### config.mk
export PLATFORM = sky130hd
export DESIGN_NAME = ethernet_chunk_framer_crc32_core
export DESIGN_NICKNAME = d
export VERILOG_FILES = /design/src/rtl/ecf_pkg.sv /design/src/rtl/ecf_front.sv /design/src/rtl/ecf_fifo.sv /design/src/rtl/ecf_back.sv /design/src/rtl/ethernet_chunk_framer_crc32_core.sv
export VERILOG_INCLUDE_DIRS = /design/src /design/src/rtl
export SDC_FILE = /design/constraint.sdc
export NUM_CORES = 1
export LEC_CHECK = 0
export BUFFER_PORTS_ARGS = -buffer_cell sky130_fd_sc_hd__buf_2
export CAP_MARGIN = 0
export CORE_MARGIN = 4
export CORE_UTILIZATION = 63
export DETAILED_ROUTE_END_ITERATION = 6
export HOLD_SLACK_MARGIN = 0.05
export PLACE_DENSITY = 0.81
export REMOVE_ABC_BUFFERS = 1
export SYNTH_ARGS = -nofsm -noshare
export SYNTH_HDL_FRONTEND = slang
export SYNTH_HIERARCHICAL = 1
export SYNTH_SLANG_ARGS = --single-unit
### constraint.sdc
create_clock -name clk_i -period 5.8 [get_ports clk_i]
set_input_delay 0.58 -clock clk_i [delete_from_list [all_inputs] [get_ports clk_i]]
set_output_delay 0.58 -clock clk_i [all_outputs]
set_load 0.02 [all_outputs]
### src/rtl/ethernet_chunk_framer_crc32_core_defines.svh
// ----------------------------------------------------------------------------
// Assertion macros for the chunk framer
// Shared property templates, clocked on clk_i and disabled during reset.
// ----------------------------------------------------------------------------
`ifndef ETHERNET_CHUNK_FRAMER_CRC32_CORE_DEFINES_SVH
`define ETHERNET_CHUNK_FRAMER_CRC32_CORE_DEFINES_SVH

// The consequent must hold in the same cycle as the antecedent.
`define ECF_ASSERT_SAME(lbl, ante, cons, msg) \
  lbl: assert property (@(posedge clk_i) disable iff (!rst_ni) (ante) |-> (cons)) \
    else $error(msg);

// The consequent must hold in the cycle after the antecedent.
`define ECF_ASSERT_NEXT(lbl, ante, cons, msg) \
  lbl: assert property (@(posedge clk_i) disable iff (!rst_ni) (ante) |=> (cons)) \
    else $error(msg);

`endif

### src/rtl/ecf_pkg.sv
// ----------------------------------------------------------------------------
// Chunk framer package
// Types, constants and the CRC-32 byte update shared by the framer modules.
// ----------------------------------------------------------------------------
`timescale 1ns / 1ps
`default_nettype none

package ecf_pkg;

  // Chunk size including the four chunk-number bytes.
  localparam int unsigned ChunkBytes = 1460;
  localparam int unsigned PayloadMax = ChunkBytes - 4;
  localparam int unsigned CntW       = $clog2(PayloadMax + 1);

  // Header is dest MAC, source MAC and ethertype.
  localparam int unsigned HdrBytes = 14;
  localparam int unsigned HdrW     = 8 * HdrBytes;
  localparam int unsigned HdrIdxW  = $clog2(HdrBytes);

  // Command queue depth; must be a power of two.
  localparam int unsigned QDepth = 2;
  localparam int unsigned QPtrW  = $clog2(QDepth);
  localparam int unsigned QCntW  = $clog2(QDepth + 1);

  localparam logic [31:0] CrcPoly = 32'hEDB8_8320;
  localparam logic [31:0] CrcOnes = 32'hFFFF_FFFF;

  localparam logic [47:0] DestReset  = 48'h0050_56C0_0008;
  localparam logic [47:0] SrcReset   = 48'h0050_56C0_0008;
  localparam logic [15:0] TypeReset  = 16'h0800;
  localparam logic [30:0] FirstReset = 31'h0000_0000;
  localparam logic [30:0] LastReset  = 31'h7FFF_FFFF;

  // Configuration register indexes.
  typedef enum logic [2:0] {
    REG_DEST  = 3'd0,
    REG_SRC   = 3'd1,
    REG_TYPE  = 3'd2,
    REG_FIRST = 3'd3,
    REG_LAST  = 3'd4
  } cfg_reg_e;

  typedef struct packed {
    logic [7:0] data_byte;
    logic       byte_valid;
    logic       end_of_file;
  } in_item_t;

  typedef struct packed {
    logic [7:0] frame_byte;
    logic       last_of_frame;
  } out_item_t;

  // Header fields that the back end serialises.
  typedef struct packed {
    logic [47:0] dest_address;
    logic [47:0] source_address;
    logic [15:0] frame_type;
  } hdr_cfg_t;

  // One queued command: what the back end must send for one input beat.
  typedef struct packed {
    logic        start;      // header and chunk number go first
    logic        has_byte;   // one payload byte
    logic        close;      // CRC follows
    logic [7:0]  data_byte;
    logic [31:0] chunk_num;
  } cmd_t;

  // Reflected CRC-32 update by one byte.
  function automatic logic [31:0] crc_byte(logic [31:0] crc, logic [7:0] b);
    logic [31:0] c;
    c = crc ^ {24'd0, b};
    for (int k = 0; k < 8; k++) begin
      c = c[0] ? ((c >> 1) ^ CrcPoly) : (c >> 1);
    end
    return c;
  endfunction

endpackage

`default_nettype wire

### src/rtl/ecf_front.sv
// ----------------------------------------------------------------------------
// Chunk framer front end
// Counts chunks and payload bytes, decides emission and queues commands.
// ----------------------------------------------------------------------------
`timescale 1ns / 1ps
`default_nettype none

module ecf_front (
  input  wire logic              clk_i,
  input  wire logic              rst_ni,
  input  wire logic              in_valid_i,
  output logic                   in_ready_o,
  input  wire ecf_pkg::in_item_t in_data_i,
  input  wire logic [30:0]       first_chunk_i,
  input  wire logic [30:0]       last_chunk_i,
  input  wire logic              q_full_i,
  output logic                   push_o,
  output ecf_pkg::cmd_t          cmd_o
);
  import ecf_pkg::*;

  logic [31:0]     ctr_q, ctr_d;
  logic [CntW-1:0] cnt_q, cnt_d;
  logic            emit_q, emit_d;

  logic            accept;
  logic            start;
  logic            emit_eff;
  logic [CntW-1:0] cnt_inc;
  logic            full;
  logic            close;

  // A beat is taken whenever the queue has room, even if it queues nothing.
  assign in_ready_o = !q_full_i;
  assign accept     = in_valid_i && in_ready_o;

  // Classify the beat against the current chunk.
  always_comb begin
    start    = in_data_i.byte_valid && (cnt_q == '0);
    emit_eff = start ? ((ctr_q >= {1'b0, first_chunk_i}) && (ctr_q <= {1'b0, last_chunk_i}))
                     : emit_q;
    cnt_inc  = cnt_q + CntW'(in_data_i.byte_valid);
    full     = in_data_i.byte_valid && (cnt_inc >= CntW'(PayloadMax));
    close    = full || (in_data_i.end_of_file && (cnt_inc != '0));
  end

  assign push_o          = accept && emit_eff && (in_data_i.byte_valid || close);
  assign cmd_o.start     = start;
  assign cmd_o.has_byte  = in_data_i.byte_valid;
  assign cmd_o.close     = close;
  assign cmd_o.data_byte = in_data_i.data_byte;
  assign cmd_o.chunk_num = ctr_q;

  // Chunk state update.
  always_comb begin
    ctr_d  = ctr_q;
    cnt_d  = cnt_q;
    emit_d = emit_q;
    if (accept) begin
      if (full) begin
        ctr_d  = ctr_q + 32'd1;
        cnt_d  = '0;
        emit_d = 1'b0;
      end else begin
        cnt_d  = cnt_inc;
        emit_d = emit_eff;
      end
      if (in_data_i.end_of_file) begin
        ctr_d  = '0;
        cnt_d  = '0;
        emit_d = 1'b0;
      end
    end
  end

  always_ff @(posedge clk_i or negedge rst_ni) begin
    if (!rst_ni) begin
      ctr_q  <= '0;
      cnt_q  <= '0;
      emit_q <= 1'b0;
    end else begin
      ctr_q  <= ctr_d;
      cnt_q  <= cnt_d;
      emit_q <= emit_d;
    end
  end

endmodule

`default_nettype wire

### src/rtl/ecf_fifo.sv
// ----------------------------------------------------------------------------
// Chunk framer command queue
// Small register queue that decouples the front end from the back end.
// ----------------------------------------------------------------------------
`timescale 1ns / 1ps
`default_nettype none

module ecf_fifo (
  input  wire logic          clk_i,
  input  wire logic          rst_ni,
  input  wire logic          push_i,
  input  wire ecf_pkg::cmd_t push_data_i,
  output logic               full_o,
  input  wire logic          pop_i,
  output logic               head_valid_o,
  output ecf_pkg::cmd_t      head_o
);
  import ecf_pkg::*;

  cmd_t             mem_q [QDepth];
  logic [QPtrW-1:0] wr_q, wr_d;
  logic [QPtrW-1:0] rd_q, rd_d;
  logic [QCntW-1:0] cnt_q, cnt_d;
  logic             do_push;
  logic             do_pop;

  assign full_o       = (cnt_q == QCntW'(QDepth));
  assign head_valid_o = (cnt_q != '0);
  assign head_o       = mem_q[rd_q];
  assign do_push      = push_i && !full_o;
  assign do_pop       = pop_i && head_valid_o;

  // Pointer and fill-level bookkeeping.
  always_comb begin
    wr_d  = do_push ? wr_q + QPtrW'(1) : wr_q;
    rd_d  = do_pop  ? rd_q + QPtrW'(1) : rd_q;
    cnt_d = cnt_q + QCntW'(do_push) - QCntW'(do_pop);
  end

  always_ff @(posedge clk_i or negedge rst_ni) begin
    if (!rst_ni) begin
      wr_q  <= '0;
      rd_q  <= '0;
      cnt_q <= '0;
    end else begin
      wr_q  <= wr_d;
      rd_q  <= rd_d;
      cnt_q <= cnt_d;
    end
  end

  // Entry storage.
  always_ff @(posedge clk_i) begin
    if (do_push) begin
      mem_q[wr_q] <= push_data_i;
    end
  end

endmodule

`default_nettype wire

### src/rtl/ecf_back.sv
// ----------------------------------------------------------------------------
// Chunk framer back end
// Serialises header, chunk number, payload and CRC bytes into the output.
// ----------------------------------------------------------------------------
`timescale 1ns / 1ps
`default_nettype none

`include "ethernet_chunk_framer_crc32_core_defines.svh"

module ecf_back (
  input  wire logic              clk_i,
  input  wire logic              rst_ni,
  input  wire ecf_pkg::hdr_cfg_t hdr_i,
  input  wire logic              head_valid_i,
  input  wire ecf_pkg::cmd_t     head_i,
  output logic                   pop_o,
  output logic                   out_valid_o,
  input  wire logic              out_ready_i,
  output ecf_pkg::out_item_t     out_data_o
);
  import ecf_pkg::*;

  typedef enum logic [4:0] {
    S_NEXT = 5'b00001,
    S_HDR  = 5'b00010,
    S_NUM  = 5'b00100,
    S_DATA = 5'b01000,
    S_CRC  = 5'b10000
  } phase_e;

  phase_e             phase_q, phase_d;
  phase_e             cur_phase;
  logic [HdrIdxW-1:0] idx_q, idx_d;
  logic [31:0]        crc_q, crc_d;
  logic               out_valid_q;
  out_item_t          out_q;

  logic               fire;
  logic [HdrW-1:0]    hdr_vec;
  logic [HdrIdxW-1:0] hsel;
  logic [31:0]        crc_fin;
  logic [7:0]         byte_sel;
  logic               last_sel;
  logic               done;

  // A fresh command starts at its first phase.
  always_comb begin
    if (phase_q == S_NEXT) begin
      if (head_i.start) begin
        cur_phase = S_HDR;
      end else if (head_i.has_byte) begin
        cur_phase = S_DATA;
      end else begin
        cur_phase = S_CRC;
      end
    end else begin
      cur_phase = phase_q;
    end
  end

  assign fire    = head_valid_i && (!out_valid_q || out_ready_i);
  assign hdr_vec = {hdr_i.dest_address, hdr_i.source_address, hdr_i.frame_type};
  assign hsel    = HdrIdxW'(HdrBytes - 1) - idx_q;
  assign crc_fin = ~crc_q;

  // Byte selection, phase sequencing and CRC accumulation.
  always_comb begin
    phase_d  = phase_q;
    idx_d    = idx_q;
    crc_d    = crc_q;
    byte_sel = '0;
    last_sel = 1'b0;
    done     = 1'b0;
    unique case (cur_phase)
      S_HDR: begin
        byte_sel = hdr_vec[{hsel, 3'b000} +: 8];
        if (idx_q == HdrIdxW'(HdrBytes - 1)) begin
          phase_d = S_NUM;
          idx_d   = '0;
        end else begin
          phase_d = S_HDR;
          idx_d   = idx_q + HdrIdxW'(1);
        end
        if (idx_q == '0) begin
          crc_d = CrcOnes;
        end
      end
      S_NUM: begin
        byte_sel = head_i.chunk_num[{idx_q[1:0], 3'b000} +: 8];
        crc_d    = crc_byte(crc_q, byte_sel);
        if (idx_q[1:0] == 2'd3) begin
          phase_d = S_DATA;
          idx_d   = '0;
        end else begin
          idx_d   = idx_q + HdrIdxW'(1);
        end
      end
      S_DATA: begin
        byte_sel = head_i.data_byte;
        crc_d    = crc_byte(crc_q, byte_sel);
        idx_d    = '0;
        if (head_i.close) begin
          phase_d = S_CRC;
        end else begin
          done    = 1'b1;
        end
      end
      S_CRC: begin
        byte_sel = crc_fin[{idx_q[1:0], 3'b000} +: 8];
        if (idx_q[1:0] == 2'd3) begin
          last_sel = 1'b1;
          done     = 1'b1;
          crc_d    = CrcOnes;
        end else begin
          phase_d  = S_CRC;
          idx_d    = idx_q + HdrIdxW'(1);
        end
      end
      default: begin
        byte_sel = '0;
      end
    endcase
    if (done) begin
      phase_d = S_NEXT;
      idx_d   = '0;
    end
  end

  assign pop_o = fire && done;

  always_ff @(posedge clk_i or negedge rst_ni) begin
    if (!rst_ni) begin
      phase_q     <= S_NEXT;
      idx_q       <= '0;
      crc_q       <= CrcOnes;
      out_valid_q <= 1'b0;
    end else begin
      if (fire) begin
        phase_q <= phase_d;
        idx_q   <= idx_d;
        crc_q   <= crc_d;
      end
      if (fire) begin
        out_valid_q <= 1'b1;
      end else if (out_ready_i) begin
        out_valid_q <= 1'b0;
      end
    end
  end

  // Output register payload.
  always_ff @(posedge clk_i) begin
    if (fire) begin
      out_q.frame_byte    <= byte_sel;
      out_q.last_of_frame <= last_sel;
    end
  end

  assign out_valid_o = out_valid_q;
  assign out_data_o  = out_q;

  `ECF_ASSERT_SAME(a_cmd_held, phase_q != S_NEXT, head_valid_i,
                   "command left the queue while still being sent")
  `ECF_ASSERT_NEXT(a_crc_end, fire && cur_phase == S_CRC && idx_q == HdrIdxW'(3),
                   phase_q == S_NEXT && crc_q == CrcOnes,
                   "frame did not end after the last CRC beat")
  `ECF_ASSERT_NEXT(a_crc_init, fire && cur_phase == S_HDR && idx_q == '0,
                   crc_q == CrcOnes, "CRC not seeded at frame start")

endmodule

`default_nettype wire

### src/rtl/ethernet_chunk_framer_crc32_core.sv
// ----------------------------------------------------------------------------
// Ethernet chunk framer with CRC-32
// Cuts a byte stream into numbered chunks and sends each in-range chunk as
// a frame with header, chunk number, payload and reflected CRC-32.
//
//   Channel  Direction  Handshake                Beat contents
//   in       input      in_valid_i / in_ready_o  data_byte, byte_valid, end_of_file
//   out      output     out_valid_o/out_ready_i  frame_byte, last_of_frame
//   cfg      input      cfg_valid_i/cfg_ready_o  cfg_index_i, cfg_data_i
//
// Mid-chunk payload beats pass at one per cycle while the output is ready.
// The first byte of an emitted chunk follows the header and chunk number,
// and a closing chunk adds the CRC bytes; the one-byte-per-cycle output serialiser sets this,
// and the two-entry command queue holds input beats off meanwhile.
// Reset is asynchronous, active low, and needs no clearing pass.
// A stalled output holds the serialiser; the input then stalls once the
// command queue is full.
// ----------------------------------------------------------------------------
`timescale 1ns / 1ps
`default_nettype none

module ethernet_chunk_framer_crc32_core (
  input  wire logic               clk_i,
  input  wire logic               rst_ni,
  input  wire logic               in_valid_i,
  output logic                    in_ready_o,
  input  wire ecf_pkg::in_item_t  in_data_i,
  output logic                    out_valid_o,
  input  wire logic               out_ready_i,
  output ecf_pkg::out_item_t      out_data_o,
  input  wire logic               cfg_valid_i,
  output logic                    cfg_ready_o,
  input  wire logic [2:0]         cfg_index_i,
  input  wire logic [47:0]        cfg_data_i
);
  import ecf_pkg::*;

  hdr_cfg_t    hdr_q;
  logic [30:0] first_q;
  logic [30:0] last_q;

  logic        q_full;
  logic        push;
  cmd_t        push_cmd;
  logic        pop;
  logic        head_valid;
  cmd_t        head;

  // Configuration registers; every write beat is taken at once.
  assign cfg_ready_o = 1'b1;

  always_ff @(posedge clk_i or negedge rst_ni) begin
    if (!rst_ni) begin
      hdr_q.dest_address   <= DestReset;
      hdr_q.source_address <= SrcReset;
      hdr_q.frame_type     <= TypeReset;
      first_q              <= FirstReset;
      last_q               <= LastReset;
    end else if (cfg_valid_i) begin
      unique case (cfg_index_i)
        REG_DEST:  hdr_q.dest_address   <= cfg_data_i;
        REG_SRC:   hdr_q.source_address <= cfg_data_i;
        REG_TYPE:  hdr_q.frame_type     <= cfg_data_i[15:0];
        REG_FIRST: first_q              <= cfg_data_i[30:0];
        REG_LAST:  last_q               <= cfg_data_i[30:0];
        default: begin
        end
      endcase
    end
  end

  ecf_front u_front (
    .clk_i         (clk_i),
    .rst_ni        (rst_ni),
    .in_valid_i    (in_valid_i),
    .in_ready_o    (in_ready_o),
    .in_data_i     (in_data_i),
    .first_chunk_i (first_q),
    .last_chunk_i  (last_q),
    .q_full_i      (q_full),
    .push_o        (push),
    .cmd_o         (push_cmd)
  );

  ecf_fifo u_fifo (
    .clk_i        (clk_i),
    .rst_ni       (rst_ni),
    .push_i       (push),
    .push_data_i  (push_cmd),
    .full_o       (q_full),
    .pop_i        (pop),
    .head_valid_o (head_valid),
    .head_o       (head)
  );

  ecf_back u_back (
    .clk_i        (clk_i),
    .rst_ni       (rst_ni),
    .hdr_i        (hdr_q),
    .head_valid_i (head_valid),
    .head_i       (head),
    .pop_o        (pop),
    .out_valid_o  (out_valid_o),
    .out_ready_i  (out_ready_i),
    .out_data_o   (out_data_o)
  );

endmodule

`default_nettype wire

# --- After elaboration in Yosys (flattened, before gate mapping) ---
# Memory sizes are Yosys's and may differ from the RTL's.
# Index checks and enable logic that the tools add are counted.
word_totals:
  elab_cells: 150
  ram_bits: 86
  memories: 1
  register_bits: 273
mem_list:
  columns: ["name", "words", "width", "read_ports", "rd_ports_with_merged_regs", "write_ports", "line_no", "rtl"]
  rows:
  - ["u_fifo.mem_q", 2, 43, 1, 0, 1, "ecf_fifo.sv:20", "cmd_t mem_q [QDepth];"]
classes:
  addsub: 8
  bitwise_logic: 19
  n_lt_le_gt_ge: 3
  eq_ne: 17
  shift: 3
  mux: 48
  reduce_logical: 34
op_table:
  columns: ["cell", "count"]
  rows:
  - ["32-bit two-way mux", 20]
  - ["13-bit inverter with 14-bit output", 16]
  - ["32-bit case mux with 4 select lines", 1]
  - ["112-bit by 8-bit indexed part select with 8-bit output", 1]
  - ["32-bit by 6-bit indexed part select with 8-bit output", 2]
  - ["32-bit by 8-bit bitwise XOR with 32-bit output", 2]
  - ["5-bit two-way mux", 7]
  - ["32-bit by 1-bit adder with 32-bit output (second input constant)", 1]
  - ["32-bit by 31-bit >= comparator with 1-bit output", 1]
  - ["32-bit by 31-bit <= comparator with 1-bit output", 1]
  - ["32-bit inverter", 1]
  - ["8-bit case mux with 4 select lines", 1]
  - ["11-bit two-way mux", 2]
  - ["5-bit case mux with 4 select lines", 1]
  - ["4-bit two-way mux", 4]
  - ["4-bit case mux with 4 select lines", 1]
  - ["2-bit AND reduction", 6]
  - ["11-bit by 1-bit adder with 11-bit output", 1]
  - ["11-bit >= comparator (second input constant)", 1]
  - ["1-bit logical AND", 11]
  - ["11-bit logical NOT", 1]
  - ["11-bit nonzero test", 1]
  - ["1-bit two-way mux", 9]
  - ["3-bit by 2-bit equality test with 1-bit output (second input constant)", 2]
  - ["29 further kinds", 38]

# --- Depth between registers and ports, before layout ---
# Gate-level depths: netlist (run 1).
# An unclocked memory read counts as a cell.
depth:
  depth_word: 20
  depth_mapped: 16
  depth_no_buf: 15

# --- Modules after synthesis ---
# The synthesis (run 1) kept the hierarchy.
by_module_without_submodules:
  columns: ["module", "instances", "seq_area_each_um2", "cells_per_inst", "area_per_inst_um2"]
  rows:
  - ["ethernet_chunk_framer_crc32_core", 1, 4416.7, 373, 6708.9]
  - ["ecf_back", 1, 1362.6, 520, 5615.4]
  - ["ecf_front", 1, 1101.1, 553, 4413.0]
  - ["ecf_fifo", 1, 2682.6, 152, 3472.1]

# --- Least setup slack after synthesis (run 1) ---
# No wires, ideal clock.
synth_timing:
  path_type: "in2reg"
  startpoint: "input in_data_i[1] (netlist bit)"
  endpoint: "memory u_fifo/mem_q[0][0] (netlist bit), enable pin"
  n_path_buf: 1
  setup_slack_ps: 1005
  arrival_time_ps: 4352
  path_stages: 12
  path_cell_list: "ha_1 -> ha_1 -> clkbuf_1 -> and3_1 -> a21oi_1 -> o211ai_1 -> a311oi_2 -> or2_1 -> a21oi_1 -> o221a_2 -> nand2_1 -> nor2_1"
synth_via:
  elab_chain_len: 9
  word_cells_on_any_way: 14
  classes_between: "add/sub: 1; order compare: 1; mux: 3; reduce/logical: 9"
synth_rtl:
  columns: ["element", "line_no", "rtl"]
  rows:
  - ["start, declared", "ethernet_chunk_framer_crc32_core.sv:27", "input wire ecf_pkg::in_item_t in_data_i,"]
  - ["11-bit by 1-bit adder with 11-bit output", "ecf_front.sv:42", "cnt_inc = cnt_q + CntW'(in_data_i.byte_valid);"]
  - ["11-bit >= comparator / 11-bit nonzero test (equally long branches)", "ecf_front.sv:43, ecf_front.sv:44", null]
  - ["1-bit logical AND (on tied branches)", "ecf_front.sv:43, ecf_front.sv:44", null]
  - ["1-bit logical OR *", "ecf_front.sv:44", "close = full || (in_data_i.end_of_file && (cnt_inc != '0));"]
  - ["named net u_front.close", "ecf_front.sv:31", "logic close;"]
  - ["1-bit logical OR *", "ecf_front.sv:47", "assign push_o = accept && emit_eff && (in_data_i.byte_valid || close);"]
  - ["1-bit logical AND *", "ecf_front.sv:47", null]
  - ["named net push", "ethernet_chunk_framer_crc32_core.sv:43", "logic push;"]
  - ["1-bit logical AND *", "ecf_fifo.sv:30", "assign do_push = push_i && !full_o;"]
  - ["1-bit two-way mux *", "ecf_fifo.sv:54", "if (do_push) begin"]
  - ["1-bit two-way mux (not written as such) *", "ecf_fifo.sv:55", "mem_q[wr_q] <= push_data_i;"]
  - ["end, declared", "ecf_fifo.sv:20", null]
# The timed path passes the listed nets; every way through them passes the cells marked *.

# --- Final worst setup path (run 1) ---
layout_timing:
  startpoint: "register u_front.ctr_q[15]"
  endpoint: "memory u_fifo/mem_q[0][3] (netlist bit), enable pin"
layout_via:
  elab_chain_len: 8
  word_cells_on_any_way: 9
  classes_between: "order compare: 2; mux: 3; reduce/logical: 4"
layout_rtl:
  columns: ["element", "line_no", "rtl"]
  rows:
  - ["start, declared", "ecf_front.sv:22", "logic [31:0] ctr_q, ctr_d;"]
  - ["start signal, assigned", "ecf_front.sv:82", "ctr_q <= ctr_d;"]
  - ["32-bit by 31-bit >= comparator with 1-bit output / 32-bit by 31-bit <= comparator with 1-bit output (equally long branches)", "ecf_front.sv:40", "emit_eff = start ? ((ctr_q >= {1'b0, first_chunk_i}) && (ctr_q <= {1'b0, last_chunk_i}))"]
  - ["1-bit logical AND *", "ecf_front.sv:40", null]
  - ["1-bit two-way mux *", "ecf_front.sv:40", null]
  - ["1-bit logical AND * (2 in series)", "ecf_front.sv:47", null]
  - ["named net push", "ethernet_chunk_framer_crc32_core.sv:43", null]
  - ["1-bit logical AND *", "ecf_fifo.sv:30", null]
  - ["1-bit two-way mux *", "ecf_fifo.sv:54", null]
  - ["1-bit two-way mux (not written as such) *", "ecf_fifo.sv:55", null]
# Marked as above.

==> impl_metrics.py, run 1 <==
metrics = {
    "synth": {
        "synth_edf_count": 95,
        "ys_async_sr_fraction_pct": 73.54,
        "yosysMostFrequentCell": "dfrtp_1",
        "yosys-top-cells-count": "181 x dfrtp_1, 134 x mux2_2, 104 x nand2_1",
        "synthCells": 1598,
        "syn-cell-area_sq_um": 20210,
        "netlist.area_leader.share_pct": 22.41,
        "synth_seq_area_share_pct": 47.32,
        "synth_area_leader_cell": "dfrtp_1",
        "yosys_warnings": 6,
        "ys_ff_latch": 359,
        "synth_cell_type_count": 93,
        "synthTopCellsByArea": "dfrtp_1 22%, edfxtp_1 14%, dfstp_2 11%",
        "synth_area_per_cell_sq_um": 12.65,
        "synth_ff_type": "dfrtp_1",
    },
    "drt": {
        "first_pass_iters": 5,
        "ant_nets": 0,
        "totalWireLength_um": 48850,
        "drt_iter0_drc": 1345,
        "drc": 0,
        "via_per_inst": 6.471,
        "vias": 13440,
        "wl_per_cell_um": 23.52,
    },
    "floorplan": {
        "core_area_sq_um": 31640,
        "dieWidth_um": 187.1,
        "fp-row-count": 65,
        "io_pins": 78,
        "die_h_um": 187.1,
        "start_util_pct": 63.88,
        "dieArea_sq_um": 35010,
    },
    "global_routing": {
        "grt_pass1_vias": 13910,
        "overflow": 0,
        "grt_max_degree": 140,
        "grt_pass1_wl_um": 77720,
        "gr-usage-all-layers_pct": 27.65,
        "antenna_found_initial": 2,
    },
    "clocking": {
        "clk_latency_ps": 530,
        "cts_buffers": 38,
        "htree_num_levels": 2,
        "cts-root-buf": "clkbuf_16",
        "cts.sinks": 359,
        "path_clk_slew_ps": 70,
        "hold_buffers": 0,
        "cts_max_path_buffers": 3,
        "cts_setup_buffers": 0,
        "post_cts_resized": 0,
        "cts_tree": "done",
    },
    "place": {
        "port_buffers": 76,
        "dp_slack_ps": 1463,
        "post_dp_cell_area_sq_um": 20700,
        "gp_congestion": 0.9321,
        "hpwlAfterDp_um": 32690,
        "placed_cells": 2007,
    },
    "sta": {
        "maxSlewViolCount": 0,
        "setup_viol": 0,
        "rsz0062_at_grt": "no",
        "min_period_ps": 4169,
        "finalHoldViolCount": 0,
        "worst_slack_ps": 1631,
        "tightest_slew_ps": 1154,
        "hold_ws_ps": 208.0,
        "clock_skew_ps": 19.62,
        "final.period_utilization_pct": 71.89,
        "fin_tns_setup_ps": 0,
        "fmax_mhz": 239.8,
        "relSlewSlack_pct": 23.07,
    },
    "power": {
        "cellInternalPower_mw": 5.137,
        "p_comb_share_pct": 15.3,
        "p_leak_nw": 9.247,
        "clockPowerShare_pct": 38.2,
        "switching_power_mw": 1.811,
        "power_density_nw_per_um2": 314.5,
        "netSwitchingFraction_pct": 26.06,
        "p_seq_share_pct": 46.5,
        "ir_drop_mv": 0.2862,
    },
    "final_layout": {
        "layout-drive-gt1-share_pct": 31.04,
        "fillerInstances": 2088,
        "n_antenna_cell": 0,
        "stdcell_area_sq_um": 22090,
        "syn_to_final_growth_pct": 9.312,
        "instances_no_fill": 2077,
        "nets": 1784,
    },
    "worst_setup_path": {
        "crit_chain": "ha_1, nand4_1, nor3_1, nand4_1, nor3_1, a22oi_1, a211oi_1, o221a_2, nand2_1, nor2_4, buf_4",
        "arrival_ps": 4340,
        "cp_max_fo": 32,
        "crit_path_end_kind": "flip-flop",
        "cp_num_buf_inv": 1,
        "crit_type": "reg2reg",
        "startpoint_type": "flip-flop",
        "max_stage_delay_ps": 600,
        "path_delay_family": "simple AND/OR/NAND/NOR gates",
        "cpMaxStageDelayCell": "a211oi_1",
        "critPathRequiredTime_ps": 5970,
    },
    "hold_path": {
        "hold_class": "in2async",
    },
    "job": {
        "max-cap-violations": 0,
    },
    "status": {
        "status": "completed",
    },
}
[stage by stage]
| stage | util, % | total power [mW] |
|---|---|---|
| 4_1_cts | 69.83 | 6.980 |
| 2_1_floorplan | - | 3.915 |
| 3_3_place_gp | 65.42 | 4.233 |
| 5_1_grt | 69.83 | 7.246 |
| 3_5_place_dp | 65.42 | 4.304 |
| 6_report | 69.83 | 6.949 |
[layer usage]
metal	part of all wire, %	up-vias	wire length, um	global-route usage, %
li1	-	5955	-	-
met1	41	6743	19940	37.30
met2	48	595	23380	45.23
met3	7.4	146	3611	5.189
met4	3.9	2	1900	10.18
met5	0.027	-	13	0
[final timing paths]
path | slack, ps | cells past startpoint | end | from
max | 1630 | 11 | u_fifo/mem_q[0][3]$_DFFE_PP_ | u_front/ctr_q[15]$_DFFE_PN0P_
min reg2reg | 490 | 1 | hdr_q[83]$_DFFE_PN0P_ | hdr_q[83]$_DFFE_PN0P_
max reg2reg | 1630 | 11 | u_fifo/mem_q[0][3]$_DFFE_PP_ | u_front/ctr_q[15]$_DFFE_PN0P_
min in group clk_i | 260 | 1 | u_fifo/mem_q[0][36]$_DFFE_PP_ | in_data_i[6]
min | 210 | 1 | hdr_q[103]$_DFFE_PN0P_ | rst_ni
max in group asynchronous | 4350 | 2 | u_front/cnt_q[10]$_DFFE_PN0P_ | rst_ni
[cells by family (layout without fill, tap and decap cells)]
group | after synthesis | in the layout | share of synthesized area, %
AO/OA/AOI/OAI | 241 | 241 | 7.776
XOR/XNOR | 148 | 148 | 8.432
adder cells (fa/ha/maj) | 73 | 73 | 4.520
buffers and inverters | 171 | 248 | 4.464
flip-flops | 359 | 359 | 47.32
multiplexers | 281 | 281 | 19.09
other | 1 | 1 | 0.01856
AND/OR/NAND/NOR | 324 | 324 | 8.383
[cells in the final DEF, fill, tap and decap left out, drive strengths merged, types with 7 or more instances in the layout]
| cell type | instances |
|---|---|
| o221ai | 8 |
| dfrtp | 181 |
| xnor3 | 17 |
| a221oi | 8 |
| ha | 73 |
| clkinv | 10 |
| o211ai | 8 |
| xor2 | 29 |
| a21o | 11 |
| nor4 | 14 |
| nand2 | 104 |
| a21oi | 49 |
| xnor2 | 101 |
| clkbuf | 52 |
| nor3 | 28 |
| or4 | 7 |
| mux2i | 16 |
| nand3 | 30 |
| o21ai | 76 |
| o22ai | 8 |
| mux4 | 40 |
| and3 | 12 |
| nand2b | 9 |
| nor2b | 10 |
| mux2 | 225 |
| dfstp | 83 |
| inv | 83 |
| o311ai | 10 |
| nor2 | 55 |
| a31oi | 9 |
| buf | 96 |
| a22o | 10 |
| edfxtp | 95 |
| nand4 | 17 |
[worst register-to-register path: cells and delay by family, from the launching register on]
family | cells | cell delay (ps)
buffers and inverters | 1 | 450
DFF | 1 | 520
adders and majority gates | 1 | 400
AOI/OAI and AO/OA | 3 | 1070
and+or+nand+nor | 6 | 1380
[sequential cells by signal, summed over array words and instances, names as in the netlist, 2 cells and up]
name               count
hdr_q                112
u_fifo/mem_q          86
u_back/crc_q          32
u_front/ctr_q         32
first_q               31
last_q                31
u_front/cnt_q         11
u_back/out_data_o      9
u_back/phase_q         5
u_back/idx_q           4
u_fifo/cnt_q           2
[power by group through the flow]
stage / Combinational [mW] / Clock (mW) / Sequential [mW]
6_report: 1.06 / 2.66 / 3.23
5_1_grt: 1.17 / 2.81 / 3.27
4_1_cts: 1.06 / 2.70 / 3.22
3_5_place_dp: 1.04 / 0 / 3.26
3_3_place_gp: 0.995 / 0 / 3.24
2_1_floorplan: 0.700 / 0 / 3.22
[area by class of cell]
cell class / count / area, sq um / area share (%)
sequential: 359 / 9569 / 43.32
multi-input combinational: 1068 / 9764 / 44.20
tap: 402 / 503.0 / 2.277
clock buffer: 52 / 1116 / 5.052
inverter: 82 / 307.8 / 1.393
clock inverter: 18 / 277.8 / 1.257
timing repair buffer: 96 / 553.0 / 2.503
No activity file was read; power rests on OpenSTA's default activity.
==> run 2: changes to the inputs <==
- ABC_AREA: default -> 1
- clock period: 5.8 -> 4.1 ns (I/O delays scaled with it)
==> run 2 against run 1 <==
Sequential share of layout area fell by 2.6 points; combinational power rose by 81%; clock-buffer cell count did not move; sequential power rose by 39%; global-route usage rose by 5.5 points; synthesized cell count rose by 79%; critical path type unchanged; critical endpoint is now u_back/out_data_o[6]$_DFFE_PP_; largest power group unchanged; highest routed layer is now met4.
==> impl_metrics.py, run 2 <==
metrics = {
    "synth": {
        "netlist.area_leader.share_pct": 20.87,
        "synth_seq_area_share_pct": 44.05,
        "yosys-top-cells-count": "1121 x nand2_1, 316 x nand3_1, 195 x inv_1",
        "synth_ff_type": "dfrtp_1",
        "synth_edf_count": 95,
        "synth_area_per_cell_sq_um": 7.595,
        "synthCells": 2858,
        "yosys_warnings": 6,
        "yosysMostFrequentCell": "nand2_1",
        "synthTopCellsByArea": "dfrtp_1 21%, nand2_1 19%, edfxtp_1 13%",
        "synth_area_leader_cell": "dfrtp_1",
        "syn-cell-area_sq_um": 21710,
        "ys_ff_latch": 359,
        "ys_async_sr_fraction_pct": 73.54,
        "synth_cell_type_count": 58,
    },
    "worst_setup_path": {
        "crit_top_cell": "o21ai_0",
        "cp_max_fo": 16,
        "reg2reg_to": "u_back/out_data_o[6]$_DFFE_PP_",
        "crit_chain": "inv_2, ha_1, buf_4, clkinv_1, nor2_1, o21ai_0, o21ai_0, a21oi_1, o31ai_1",
        "rr_startpoint": "u_back/idx_q[1]$_DFFE_PN0P_",
        "crit_type": "reg2reg",
        "arrival_ps": 3670,
        "critPathRequiredTime_ps": 4410,
        "rrSetupSlack_ps": 740,
        "crit_path_end_kind": "flip-flop",
        "startpoint_type": "flip-flop",
        "r2r_cells": 9,
        "setup.worst_path.start": "u_back/idx_q[1]$_DFFE_PN0P_",
        "cpMaxStageDelayCell": "nor2_1",
        "max_stage_delay_ps": 650,
    },
    "drt": {
        "totalWireLength_um": 63680,
        "vias": 19690,
        "drc": 0,
        "drt_iter0_drc": 1824,
        "first_pass_iters": 6,
        "via_per_inst": 5.860,
        "wl_per_cell_um": 18.96,
        "ant_nets": 0,
    },
    "final_layout": {
        "regMostFlops": "hdr_q",
        "reg.largest.list": "hdr_q x112, u_fifo/mem_q x86",
        "syn_to_final_growth_pct": 8.225,
        "nets": 3020,
        "n_antenna_cell": 0,
        "layout_common_cells": "1121 x nand2_1, 316 x nand3_1, 195 x inv_1",
        "fillerInstances": 2764,
        "largest_reg_flops": 112,
        "final_common_cell": "nand2_1",
        "layout-drive-gt1-share_pct": 12.68,
    },
    "clocking": {
        "cts_buffers": 40,
        "clk_latency_ps": 550,
        "cts.sinks": 359,
        "cts_tree": "done",
        "cts_max_path_buffers": 3,
        "cts-root-buf": "clkbuf_16",
        "post_cts_resized": 0,
        "htree_num_levels": 2,
        "path_clk_slew_ps": 60,
    },
    "place": {
        "port_buffers": 76,
        "hpwlAfterDp_um": 43040,
        "gp_congestion": 0.9521,
    },
    "global_routing": {
        "grt_pass1_vias": 18660,
        "grt_max_degree": 103,
        "overflow": 0,
        "antenna_found_initial": 0,
        "gr-usage-all-layers_pct": 33.17,
        "grt_pass1_wl_um": 101700,
    },
    "hold_path": {
        "hp-start": "in_data_i[2]",
        "holdPathEnd": "u_fifo/mem_q[0][32]$_DFFE_PP_",
        "hold_depth": 1,
        "hold_class": "in2reg",
    },
    "floorplan": {
        "die_h_um": 193.6,
        "dieWidth_um": 193.6,
        "io_pins": 78,
        "dieArea_sq_um": 37490,
        "start_util_pct": 64.25,
        "fp-row-count": 67,
        "core_area_sq_um": 33780,
    },
    "status": {
        "status": "completed",
    },
    "sta": {
        "setup_viol": 0,
        "fin_tns_setup_ps": 0,
        "maxSlewViolCount": 0,
        "final.period_utilization_pct": 82.04,
        "fmax_mhz": 297.3,
        "rsz0062_at_grt": "no",
        "clock_skew_ps": 17.63,
        "tightest_slew_ps": 1168,
        "min_period_ps": 3364,
        "relSlewSlack_pct": 21.98,
        "finalHoldViolCount": 0,
    },
    "power": {
        "ir_drop_mv": 0.4623,
        "p_leak_nw": 11.64,
        "total_power_mw": 9.944,
        "power_density_nw_per_um2": 423.3,
    },
    "job": {
        "max-cap-violations": 0,
    },
}
[run 2: worst max-delay path, delay by kind of cell (launching register included)]
kind / cells / cell delay (ps)
buffers and inverters: 3 / 760
DFF: 1 / 360
AOI/OAI and AO/OA: 4 / 990
and+or+nand+nor: 1 / 650
adders and majority gates: 1 / 360
[run 2: final cells by class]
class	instances	area, sq um	area share [%]
clock buffers	52	1096	4.666
clock inverters	20	176.4	0.7510
inverters	221	842.1	3.584
multi-input cells	2148	10560	44.94
flip-flops and latches	359	9564	40.71
well taps	448	560.5	2.386
repair buffers	111	695.7	2.961
[run 2: per-stage QoR]
stage | utilization [%] | std cells | setup slack [ps] | instance area (sq um) | hold WS, ps
global placement | 65.71 | 3285 | 849.7 | 22200 | 449.7
CTS | 69.54 | 3359 | 859.9 | 23490 | 50.03
floorplan | - | 2728 | 126.7 | 20950 | 114.4
global route | 69.54 | 3359 | 585.8 | 23490 | 52.06
detailed placement | 65.71 | 3285 | 893.7 | 22200 | 452.6
finish | 69.54 | 3359 | 736.2 | 23490 | 60.43
[run 2: worst max-delay path by stage]
| stage | endpoint | slack (ps) |
|---|---|---|
| finish | u_back/out_data_o[6]$_DFFE_PP_ | 740 |
| global route | u_fifo/cnt_q[1]$_DFF_PN0_ | 590 |
| CTS | u_back/out_data_o[6]$_DFFE_PP_ | 860 |
| detailed placement | u_back/out_data_o[6]$_DFFE_PP_ | 890 |
| global placement | u_back/out_data_o[3]$_DFFE_PP_ | 850 |
| floorplan | u_fifo/mem_q[1][0]$_DFFE_PP_ | 130 |
[run 2: cells by family (layout without fill, tap and decap cells)]
kind of cell | Yosys count | count (layout) | share of synthesized area [%]
AOI/OAI and AO/OA | 250 | 250 | 6.623
and+or+nand+nor | 1729 | 1729 | 33.80
buffers and inverters | 351 | 404 | 7.378
adders and majority gates | 73 | 73 | 4.208
DFF | 359 | 359 | 44.05
xor gates and xnor gates | 95 | 95 | 3.920
other | 1 | 1 | 0.01728
[run 2: what timing repair did]
action / in CTS / in global routing
hold buffers: 2 / 0
buffers inserted: 0 / 0
endpoints found under the hold margin: 74 / 0
[run 2: metal layers]
metal / GRT usage [%] / vias to the layer above / routed length (um)
met3: 6.707 / 170 / 6109
met5: 0 / - / 0
li1: - / 9289 / -
met1: 46.44 / 9246 / 26300
met2: 52.50 / 980 / 29040
met4: 10.65 / 0 / 2235
[run 2: power by group]
group	internal, mW	switching [mW]
Combinational	0.614	1.31
Clock	2.02	1.50
Sequential	4.24	0.260
Total	6.88	3.07
